--- src/sv/sha_pkg.sv ---
// Shared types, constants and round functions for the SHA-256 hasher.
// Used by sha_core and sha256_message_hasher_top; depends on nothing.
package sha_pkg;

   typedef logic [31:0] word_type;
   typedef logic [7:0][31:0] hash_type;

   localparam logic [7:0] PadByte  = 8'h80;
   localparam logic [5:0] LenPos   = 6'd56;
   localparam logic [5:0] LastRnd  = 6'd63;
   localparam logic [1:0] LastWord = 2'd3;

   typedef enum logic [2:0] {
      ST_IDLE,
      ST_PAD,
      ST_COMP,
      ST_ADD,
      ST_OUT
   } sha_state_type;

   // Control from the sequencer to the round unit.
   typedef struct packed {
      logic       shift_en;
      logic [7:0] byte_val;
      logic       load;
      logic       round;
      logic [5:0] rnd;
      logic       update;
      logic       restart;
   } sha_ctl_type;

   function automatic word_type rotr(input word_type x, input int unsigned n);
      return (x >> n) | (x << (32 - n));
   endfunction

   function automatic word_type big_sigma0(input word_type x);
      return rotr(x, 2) ^ rotr(x, 13) ^ rotr(x, 22);
   endfunction

   function automatic word_type big_sigma1(input word_type x);
      return rotr(x, 6) ^ rotr(x, 11) ^ rotr(x, 25);
   endfunction

   function automatic word_type small_sigma0(input word_type x);
      return rotr(x, 7) ^ rotr(x, 18) ^ (x >> 3);
   endfunction

   function automatic word_type small_sigma1(input word_type x);
      return rotr(x, 17) ^ rotr(x, 19) ^ (x >> 10);
   endfunction

   function automatic word_type iv_word(input logic [2:0] idx);
      word_type v;
      unique case (idx)
         3'd0: v = 32'h6a09e667;
         3'd1: v = 32'hbb67ae85;
         3'd2: v = 32'h3c6ef372;
         3'd3: v = 32'ha54ff53a;
         3'd4: v = 32'h510e527f;
         3'd5: v = 32'h9b05688c;
         3'd6: v = 32'h1f83d9ab;
         default: v = 32'h5be0cd19;
      endcase
      return v;
   endfunction

   function automatic word_type k_const(input logic [5:0] idx);
      word_type v;
      unique case (idx)
         6'd0:  v = 32'h428a2f98;  6'd1:  v = 32'h71374491;
         6'd2:  v = 32'hb5c0fbcf;  6'd3:  v = 32'he9b5dba5;
         6'd4:  v = 32'h3956c25b;  6'd5:  v = 32'h59f111f1;
         6'd6:  v = 32'h923f82a4;  6'd7:  v = 32'hab1c5ed5;
         6'd8:  v = 32'hd807aa98;  6'd9:  v = 32'h12835b01;
         6'd10: v = 32'h243185be;  6'd11: v = 32'h550c7dc3;
         6'd12: v = 32'h72be5d74;  6'd13: v = 32'h80deb1fe;
         6'd14: v = 32'h9bdc06a7;  6'd15: v = 32'hc19bf174;
         6'd16: v = 32'he49b69c1;  6'd17: v = 32'hefbe4786;
         6'd18: v = 32'h0fc19dc6;  6'd19: v = 32'h240ca1cc;
         6'd20: v = 32'h2de92c6f;  6'd21: v = 32'h4a7484aa;
         6'd22: v = 32'h5cb0a9dc;  6'd23: v = 32'h76f988da;
         6'd24: v = 32'h983e5152;  6'd25: v = 32'ha831c66d;
         6'd26: v = 32'hb00327c8;  6'd27: v = 32'hbf597fc7;
         6'd28: v = 32'hc6e00bf3;  6'd29: v = 32'hd5a79147;
         6'd30: v = 32'h06ca6351;  6'd31: v = 32'h14292967;
         6'd32: v = 32'h27b70a85;  6'd33: v = 32'h2e1b2138;
         6'd34: v = 32'h4d2c6dfc;  6'd35: v = 32'h53380d13;
         6'd36: v = 32'h650a7354;  6'd37: v = 32'h766a0abb;
         6'd38: v = 32'h81c2c92e;  6'd39: v = 32'h92722c85;
         6'd40: v = 32'ha2bfe8a1;  6'd41: v = 32'ha81a664b;
         6'd42: v = 32'hc24b8b70;  6'd43: v = 32'hc76c51a3;
         6'd44: v = 32'hd192e819;  6'd45: v = 32'hd6990624;
         6'd46: v = 32'hf40e3585;  6'd47: v = 32'h106aa070;
         6'd48: v = 32'h19a4c116;  6'd49: v = 32'h1e376c08;
         6'd50: v = 32'h2748774c;  6'd51: v = 32'h34b0bcb5;
         6'd52: v = 32'h391c0cb3;  6'd53: v = 32'h4ed8aa4a;
         6'd54: v = 32'h5b9cca4f;  6'd55: v = 32'h682e6ff3;
         6'd56: v = 32'h748f82ee;  6'd57: v = 32'h78a5636f;
         6'd58: v = 32'h84c87814;  6'd59: v = 32'h8cc70208;
         6'd60: v = 32'h90befffa;  6'd61: v = 32'ha4506ceb;
         6'd62: v = 32'hbef9a3f7;  default: v = 32'hc67178f2;
      endcase
      return v;
   endfunction

endpackage

--- src/sv/sha_core.sv ---
// SHA-256 round unit: 512-bit block/schedule window, working variables, chaining words.
// Depends on sha_pkg; driven one step per cycle by the sequencer in the top level.
module sha_core (
   input  logic                 clock,
   input  logic                 reset,
   input  sha_pkg::sha_ctl_type ctl,
   output sha_pkg::hash_type    hash
);
   import sha_pkg::*;

   logic [511:0] win_ff, win_in;
   hash_type     work_ff, work_in;
   hash_type     hash_ff, hash_in;
   word_type     w_cur, w_new, t1, t2, ch, maj;

   // Word j of the window is W[t + j]; word 0 sits in the top bits.
   assign w_cur = win_ff[511:480];
   assign w_new = small_sigma1(win_ff[63:32]) + win_ff[223:192]
                + small_sigma0(win_ff[479:448]) + win_ff[511:480];

   assign ch  = (work_ff[4] & work_ff[5]) ^ (~work_ff[4] & work_ff[6]);
   assign maj = (work_ff[0] & work_ff[1]) ^ (work_ff[0] & work_ff[2])
              ^ (work_ff[1] & work_ff[2]);
   assign t1  = work_ff[7] + big_sigma1(work_ff[4]) + ch + k_const(ctl.rnd) + w_cur;
   assign t2  = big_sigma0(work_ff[0]) + maj;

   always_comb begin
      win_in  = win_ff;
      work_in = work_ff;
      hash_in = hash_ff;
      if (ctl.shift_en) begin
         win_in = {win_ff[503:0], ctl.byte_val};
      end else if (ctl.round) begin
         win_in = {win_ff[479:0], w_new};
      end
      if (ctl.load) begin
         work_in = hash_ff;
      end else if (ctl.round) begin
         work_in[7] = work_ff[6];
         work_in[6] = work_ff[5];
         work_in[5] = work_ff[4];
         work_in[4] = work_ff[3] + t1;
         work_in[3] = work_ff[2];
         work_in[2] = work_ff[1];
         work_in[1] = work_ff[0];
         work_in[0] = t1 + t2;
      end
      if (ctl.restart) begin
         for (int i = 0; i < 8; i++) hash_in[i] = iv_word(3'(i));
      end else if (ctl.update) begin
         for (int i = 0; i < 8; i++) hash_in[i] = hash_ff[i] + work_ff[i];
      end
   end

   always_ff @(posedge clock) begin
      win_ff  <= win_in;
      work_ff <= work_in;
      if (reset) begin
         for (int i = 0; i < 8; i++) hash_ff[i] <= iv_word(3'(i));
      end else begin
         hash_ff <= hash_in;
      end
   end

   assign hash = hash_ff;

endmodule

--- src/sv/sha256_message_hasher_top.sv ---
// SHA-256 message hasher: takes one message byte per item, gives the digest as four words.
// Flow: a byte is taken whenever ready is high; every 64th byte holds ready low while the
// block is compressed on the shared round unit (the rounds, then the chaining add).
// End item: 9 to 72 padding bytes, one or two compressions, then four result words.
// Reset is synchronous: chaining words to the initial hash, count cleared, output empty.
// Depends on sha_pkg and sha_core.
module sha256_message_hasher_top (
   input  logic        clock,
   input  logic        reset,
   input  logic        req_tvalid,
   output logic        req_tready,
   input  logic [7:0]  req_tdata,   // [7:0] data_byte
   input  logic        req_tuser,   // [0] byte_present
   input  logic        req_tlast,   // end_of_message
   output logic        rsp_tvalid,
   input  logic        rsp_tready,
   output logic [63:0] rsp_tdata,   // [63:0] digest_word
   output logic [1:0]  rsp_tuser,   // [1:0] word_index
   output logic        rsp_tlast    // last_word
);
   import sha_pkg::*;

   sha_state_type state_ff, state_in, ret_ff, ret_in;
   logic [63:0]   count_ff, count_in, len_ff, len_in;
   logic          first_ff, first_in, lenph_ff, lenph_in;
   logic [5:0]    rnd_ff, rnd_in;
   logic [1:0]    oidx_ff, oidx_in;
   logic          rsp_valid_ff, rsp_valid_in;
   logic [63:0]   rsp_data_ff, rsp_data_in;
   logic [1:0]    rsp_idx_ff, rsp_idx_in;
   logic          rsp_last_ff, rsp_last_in;

   sha_ctl_type   ctl;
   hash_type      hash;
   logic [63:0]   cnt_inc, len_shift;
   logic [7:0]    pad_byte;

   sha_core u_sha_core (
      .clock (clock),
      .reset (reset),
      .ctl   (ctl),
      .hash  (hash)
   );

   assign cnt_inc   = count_ff + 64'd1;
   assign len_shift = len_ff << {count_ff[2:0], 3'b000};
   assign pad_byte  = first_ff ? PadByte : (lenph_ff ? len_shift[63:56] : 8'h00);

   always_comb begin
      state_in     = state_ff;
      ret_in       = ret_ff;
      count_in     = count_ff;
      len_in       = len_ff;
      first_in     = first_ff;
      lenph_in     = lenph_ff;
      rnd_in       = rnd_ff;
      oidx_in      = oidx_ff;
      rsp_valid_in = rsp_valid_ff;
      rsp_data_in  = rsp_data_ff;
      rsp_idx_in   = rsp_idx_ff;
      rsp_last_in  = rsp_last_ff;
      ctl          = '0;
      req_tready   = 1'b0;

      // drop the output word once taken
      if (rsp_valid_ff && rsp_tready) rsp_valid_in = 1'b0;

      unique case (state_ff)
         ST_IDLE: begin
            req_tready = 1'b1;
            // ready is high here, so valid alone marks an accepted item
            if (req_tvalid) begin
               if (req_tuser) begin
                  ctl.shift_en = 1'b1;
                  ctl.byte_val = req_tdata;
                  count_in     = cnt_inc;
               end
               if (req_tlast) begin
                  len_in   = (req_tuser ? cnt_inc : count_ff) << 3;
                  first_in = 1'b1;
                  lenph_in = 1'b0;
               end
               if (req_tuser && cnt_inc[5:0] == 6'd0) begin
                  ctl.load = 1'b1;
                  rnd_in   = 6'd0;
                  state_in = ST_COMP;
                  ret_in   = req_tlast ? ST_PAD : ST_IDLE;
               end else if (req_tlast) begin
                  state_in = ST_PAD;
               end
            end
         end
         ST_PAD: begin
            ctl.shift_en = 1'b1;
            ctl.byte_val = pad_byte;
            count_in     = cnt_inc;
            first_in     = 1'b0;
            if (!lenph_ff && cnt_inc[5:0] == LenPos) lenph_in = 1'b1;
            if (cnt_inc[5:0] == 6'd0) begin
               ctl.load = 1'b1;
               rnd_in   = 6'd0;
               state_in = ST_COMP;
               ret_in   = lenph_ff ? ST_OUT : ST_PAD;
            end
         end
         ST_COMP: begin
            ctl.round = 1'b1;
            ctl.rnd   = rnd_ff;
            rnd_in    = rnd_ff + 6'd1;
            if (rnd_ff == LastRnd) state_in = ST_ADD;
         end
         ST_ADD: begin
            ctl.update = 1'b1;
            oidx_in    = 2'd0;
            state_in   = ret_ff;
         end
         ST_OUT: begin
            if (!rsp_valid_ff || rsp_tready) begin
               rsp_valid_in = 1'b1;
               rsp_data_in  = {hash[{oidx_ff, 1'b0}], hash[{oidx_ff, 1'b1}]};
               rsp_idx_in   = oidx_ff;
               rsp_last_in  = (oidx_ff == LastWord);
               oidx_in      = oidx_ff + 2'd1;
               if (oidx_ff == LastWord) begin
                  ctl.restart = 1'b1;
                  count_in    = 64'd0;
                  state_in    = ST_IDLE;
               end
            end
         end
         default: begin
            state_in = ST_IDLE;
         end
      endcase
   end

   always_ff @(posedge clock) begin
      if (reset) begin
         state_ff     <= ST_IDLE;
         ret_ff       <= ST_IDLE;
         count_ff     <= 64'd0;
         first_ff     <= 1'b0;
         lenph_ff     <= 1'b0;
         rnd_ff       <= 6'd0;
         oidx_ff      <= 2'd0;
         rsp_valid_ff <= 1'b0;
      end else begin
         state_ff     <= state_in;
         ret_ff       <= ret_in;
         count_ff     <= count_in;
         first_ff     <= first_in;
         lenph_ff     <= lenph_in;
         rnd_ff       <= rnd_in;
         oidx_ff      <= oidx_in;
         rsp_valid_ff <= rsp_valid_in;
      end
      len_ff      <= len_in;
      rsp_data_ff <= rsp_data_in;
      rsp_idx_ff  <= rsp_idx_in;
      rsp_last_ff <= rsp_last_in;
   end

   assign rsp_tvalid = rsp_valid_ff;
   assign rsp_tdata  = rsp_data_ff;
   assign rsp_tuser  = rsp_idx_ff;
   assign rsp_tlast  = rsp_last_ff;

endmodule

--- config.mk ---
export PLATFORM = sky130hd
export DESIGN_NAME = sha256_message_hasher_top
export DESIGN_NICKNAME = d
export VERILOG_FILES = /design/src/sv/sha_pkg.sv /design/src/sv/sha_core.sv /design/src/sv/sha256_message_hasher_top.sv
export SDC_FILE = /design/constraint.sdc
export NUM_CORES = 2
export LEC_CHECK = 0
export ABC_AREA = 1
export BUFFER_PORTS_ARGS = -buffer_cell sky130_fd_sc_hd__buf_2
export CAP_MARGIN = 20
export CORE_MARGIN = 3
export CORE_UTILIZATION = 50
export CTS_CLUSTER_DIAMETER = 60
export DETAILED_ROUTE_END_ITERATION = 8
export PLACE_DENSITY = 0.7
export REMOVE_ABC_BUFFERS = 1
export SETUP_SLACK_MARGIN = 0.5
export SLEW_MARGIN = 20
export SYNTH_ARGS = -nofsm -noshare
export SYNTH_HDL_FRONTEND = slang
export SYNTH_HIERARCHICAL = 1
export SYNTH_SLANG_ARGS = --single-unit
--- constraint.sdc ---
create_clock -name clock -period 26.4 [get_ports clock]
set_input_delay 3.96 -clock clock [delete_from_list [all_inputs] [get_ports clock]]
set_output_delay 3.96 -clock clock [all_outputs]
set_load 0.05 [all_outputs]
==> impl_metrics.tcl <==
set metrics [dict create \
    status "finished clean" \
    synth_edf_count 896 \
    cts-root-buf "clkbuf_16" \
    netlist_instances 11527 \
    yosys_warnings 6 \
    rr_worst_depth 37 \
    seq_area_sq_um 33600 \
    grt_max_degree 258 \
    synth_seq_area_share 0.387 \
    fillers 16121 \
    initial_core_util 0.504 \
    core.rowCount 152 \
    ff2ff_setup_slack_ps 15710 \
    grt-ovfl-total 0 \
    io_buffers 82 \
    period_needed_ps 10690 \
    die_x_um 423 \
    grt_setup_unrepaired "false" \
    dp_hpwl_um 286000 \
    final_cells 13833 \
    muxShareOfSynthArea 0 \
    synth_top_family_by_area "simple AND/OR/NAND/NOR gates" \
    critical_path_class "flip-flop to flip-flop" \
    ctsResizeCount 0 \
    fin_ws_ps 15710 \
    cts_tree "done" \
    maxCapViolCount 0 \
    yosysMostFrequentCell "nand2_1" \
    placed_cells 13532 \
    ys_ff_latch 1229 \
    gp_congestion 1.07 \
    routed_wirelength_um 368000 \
    finalMaxSlewViolations 0 \
    finalHoldViolations 0 \
    worst_clock_skew_ps 64.7 \
    cp-endpoint "u_sha_core/work_ff[25]" \
    cts.sinks 1229 \
    path_delay_family "simple AND/OR/NAND/NOR gates" \
    synthSimpleGateAreaFrac 0.239 \
    grtUsageTotal 0.399 \
    vias 83310 \
    syn_avg_cell_area_sq_um 7.53 \
    synth_adder_area_share 0.102 \
    h-tree-depth 4 \
    wire_per_inst_um 26.6 \
    ys_types 68 \
    grt_pass1_vias 77182 \
    synth_area_leaders "edfxtp_1 (31%), nand2_1 (14%), dfxtp_1 (7.7%)" \
    die_h_um 423 \
    hold_buffers 0 \
    setup_violations 0 \
    netlist_top_cells_count "nand2_1 (3262), inv_1 (1383), o21ai_0 (1064), edfxtp_1 (896), nor2_1 (880)" \
    timing.rr.start "state_ff[2]" \
    synth.top_cell.area_share 0.310 \
    yosys_most_used_dff "edfxtp_1" \
    path_common_cell "inv_1" \
    worst_path_max_delay_cell "nor2_1" \
    insertion_delay_ps 840 \
    crit_start "state_ff[2]" \
    cp.required_ps 26950 \
    cp_max_fo 11 \
    nNetsFinal 11980 \
    cp_num_cells 37 \
    synth.cell_area_sq_um 86800 \
    regToRegEndpoint "u_sha_core/work_ff[25]" \
    cp.arrival_ps 11240 \
    dieArea_sq_um 179000 \
    slowest_delay_ps 950 \
    clock_path_buffers 3 \
    area_growth_pct 8.79 \
    grt_pass1_wl_um 524000 \
    multi_input_area_sq_um 46300 \
    core_sq_um 172000 \
    cp.buffers_inverters 9 \
    clkTransAtPathRegs_ps 60 \
    vias_per_cell 6.02 \
    synth_top_area_cell "edfxtp_1" \
    start_kind "flip-flop" \
    drive_gt1_frac 0.0546 \
    dp_worst_setup_slack_ps 16150 \
    ant_nets 0 \
    hold_class "flip-flop to flip-flop" \
    min_period_over_period 0.405 \
    timing.fmax_mhz 93.5 \
    io_pins 83 \
    dr.first_iter.drc_count 12336 \
    worst_setup_path_end_kind "flip-flop" \
    postCtsSetupRepairBufs 0 \
    firstDrtPassIters 9 \
    holdPathStages 2 \
    drc 0 \
    slew_headroom 0.137 \
    async_flop_share 0 \
    antenna_found_initial 24 \
    tightestPinTransition_ps 1290 \
    cts_buffers 154 \
    synth_compound_area_frac 0.154 \
    synth_xor_area_frac 0.0380 \
]
==> worst reg2reg max path, delay by kind of cell (launching register included) <==
family          cells  cell delay [ps]
xor+xnor            1              510
buf+inv             9             1850
flops               1              330
compound gates     13             2650
simple gates        9             2850
fa+ha+maj           5             2230
==> logic make-up (layout without fill, tap and decap cells) <==
logic type | after synthesis | in the layout
compound gates | 2411 | 2411
xor+xnor | 377 | 377
fa+ha+maj | 588 | 588
buf+inv | 1855 | 1837
flops | 1229 | 1229
other cells | 0 | 14
simple gates | 5067 | 5067
==> state kept, by name, indices dropped and copies added, names as in the netlist <==
register / cells
rnd_ff: 6
rsp_tdata: 64
u_sha_core/win_ff: 512
rsp_tuser: 2
lenph_ff: 1
u_sha_core/hash: 256
rsp_tvalid: 1
oidx_ff: 2
u_sha_core/work_ff: 256
rsp_tlast: 1
ret_ff: 2
state_ff: 3
len_ff: 61
first_ff: 1
count_ff: 61
==> worst min-delay path by stage <==
| stage | start | endpoint | slack (ps) |
|---|---|---|---|
| CTS | u_sha_core/hash[96] | u_sha_core/hash[96] | 500 |
| global placement | rnd_ff[3] | rnd_ff[3] | 460 |
| finish | ret_ff[2] | state_ff[2] | 500 |
| floorplan | ret_ff[2] | state_ff[2] | 440 |
| global route | lenph_ff | lenph_ff | 520 |
| detailed placement | lenph_ff | lenph_ff | 490 |
==> cells in the final DEF (no fill, tap or decap), types with 16 or more instances in the layout <==
cell	n
nand2_1	3259
inv_1	1378
o21ai_0	1064
edfxtp_1	896
nor2_1	872
a21oi_1	809
nand3_1	530
ha_1	393
dfxtp_1	331
xor2_1	213
fa_1	195
xnor2_1	163
clkbuf_16	155
nand4_1	102
buf_2	82
nor3_1	72
o22ai_1	69
buf_4	68
or2_2	67
o21bai_1	55
o211ai_1	52
a21boi_0	52
a31oi_1	49
o21ai_1	48
a21o_1	37
o221ai_1	33
o21a_1	31
o21ai_2	29
and2_1	25
clkbuf_1	25
nor4_1	24
or2_1	22
nand2_2	20
clkinv_2	18
nor2_4	16
clkinv_1	16
==> routing by layer <==
metal  global-route usage  up-vias  wire [um]
met5                    0        -        101
met4                0.198       16      22300
met3               0.0999      879      43000
met2                0.580     4881     154000
met1                0.552    39725     149000
li1                     -    37809          -
==> area by class of cell <==
type,count,share of cell area
multi-input combinational,8443,0.490
antenna,14,0.000371
timing repair buffer,154,0.0106
clock inverter,98,0.0135
sequential,1229,0.355
clock buffer,189,0.0434
inverter,1396,0.0559
tap,2310,0.0306
==> through the flow <==
step	hold slack (ps)	instance area, sq um	TNS, ps	utilization
finish	499	94500	0	0.549
global route	521	94400	0	0.549
CTS	504	94400	0	0.549
detailed placement	488	89000	0	0.517
global placement	458	89000	0	0.517
floorplan	436	85000	-9430480	-
Power is not shown: default switching activity piles up to over one toggle a cycle in this logic, so the estimate is an artifact.
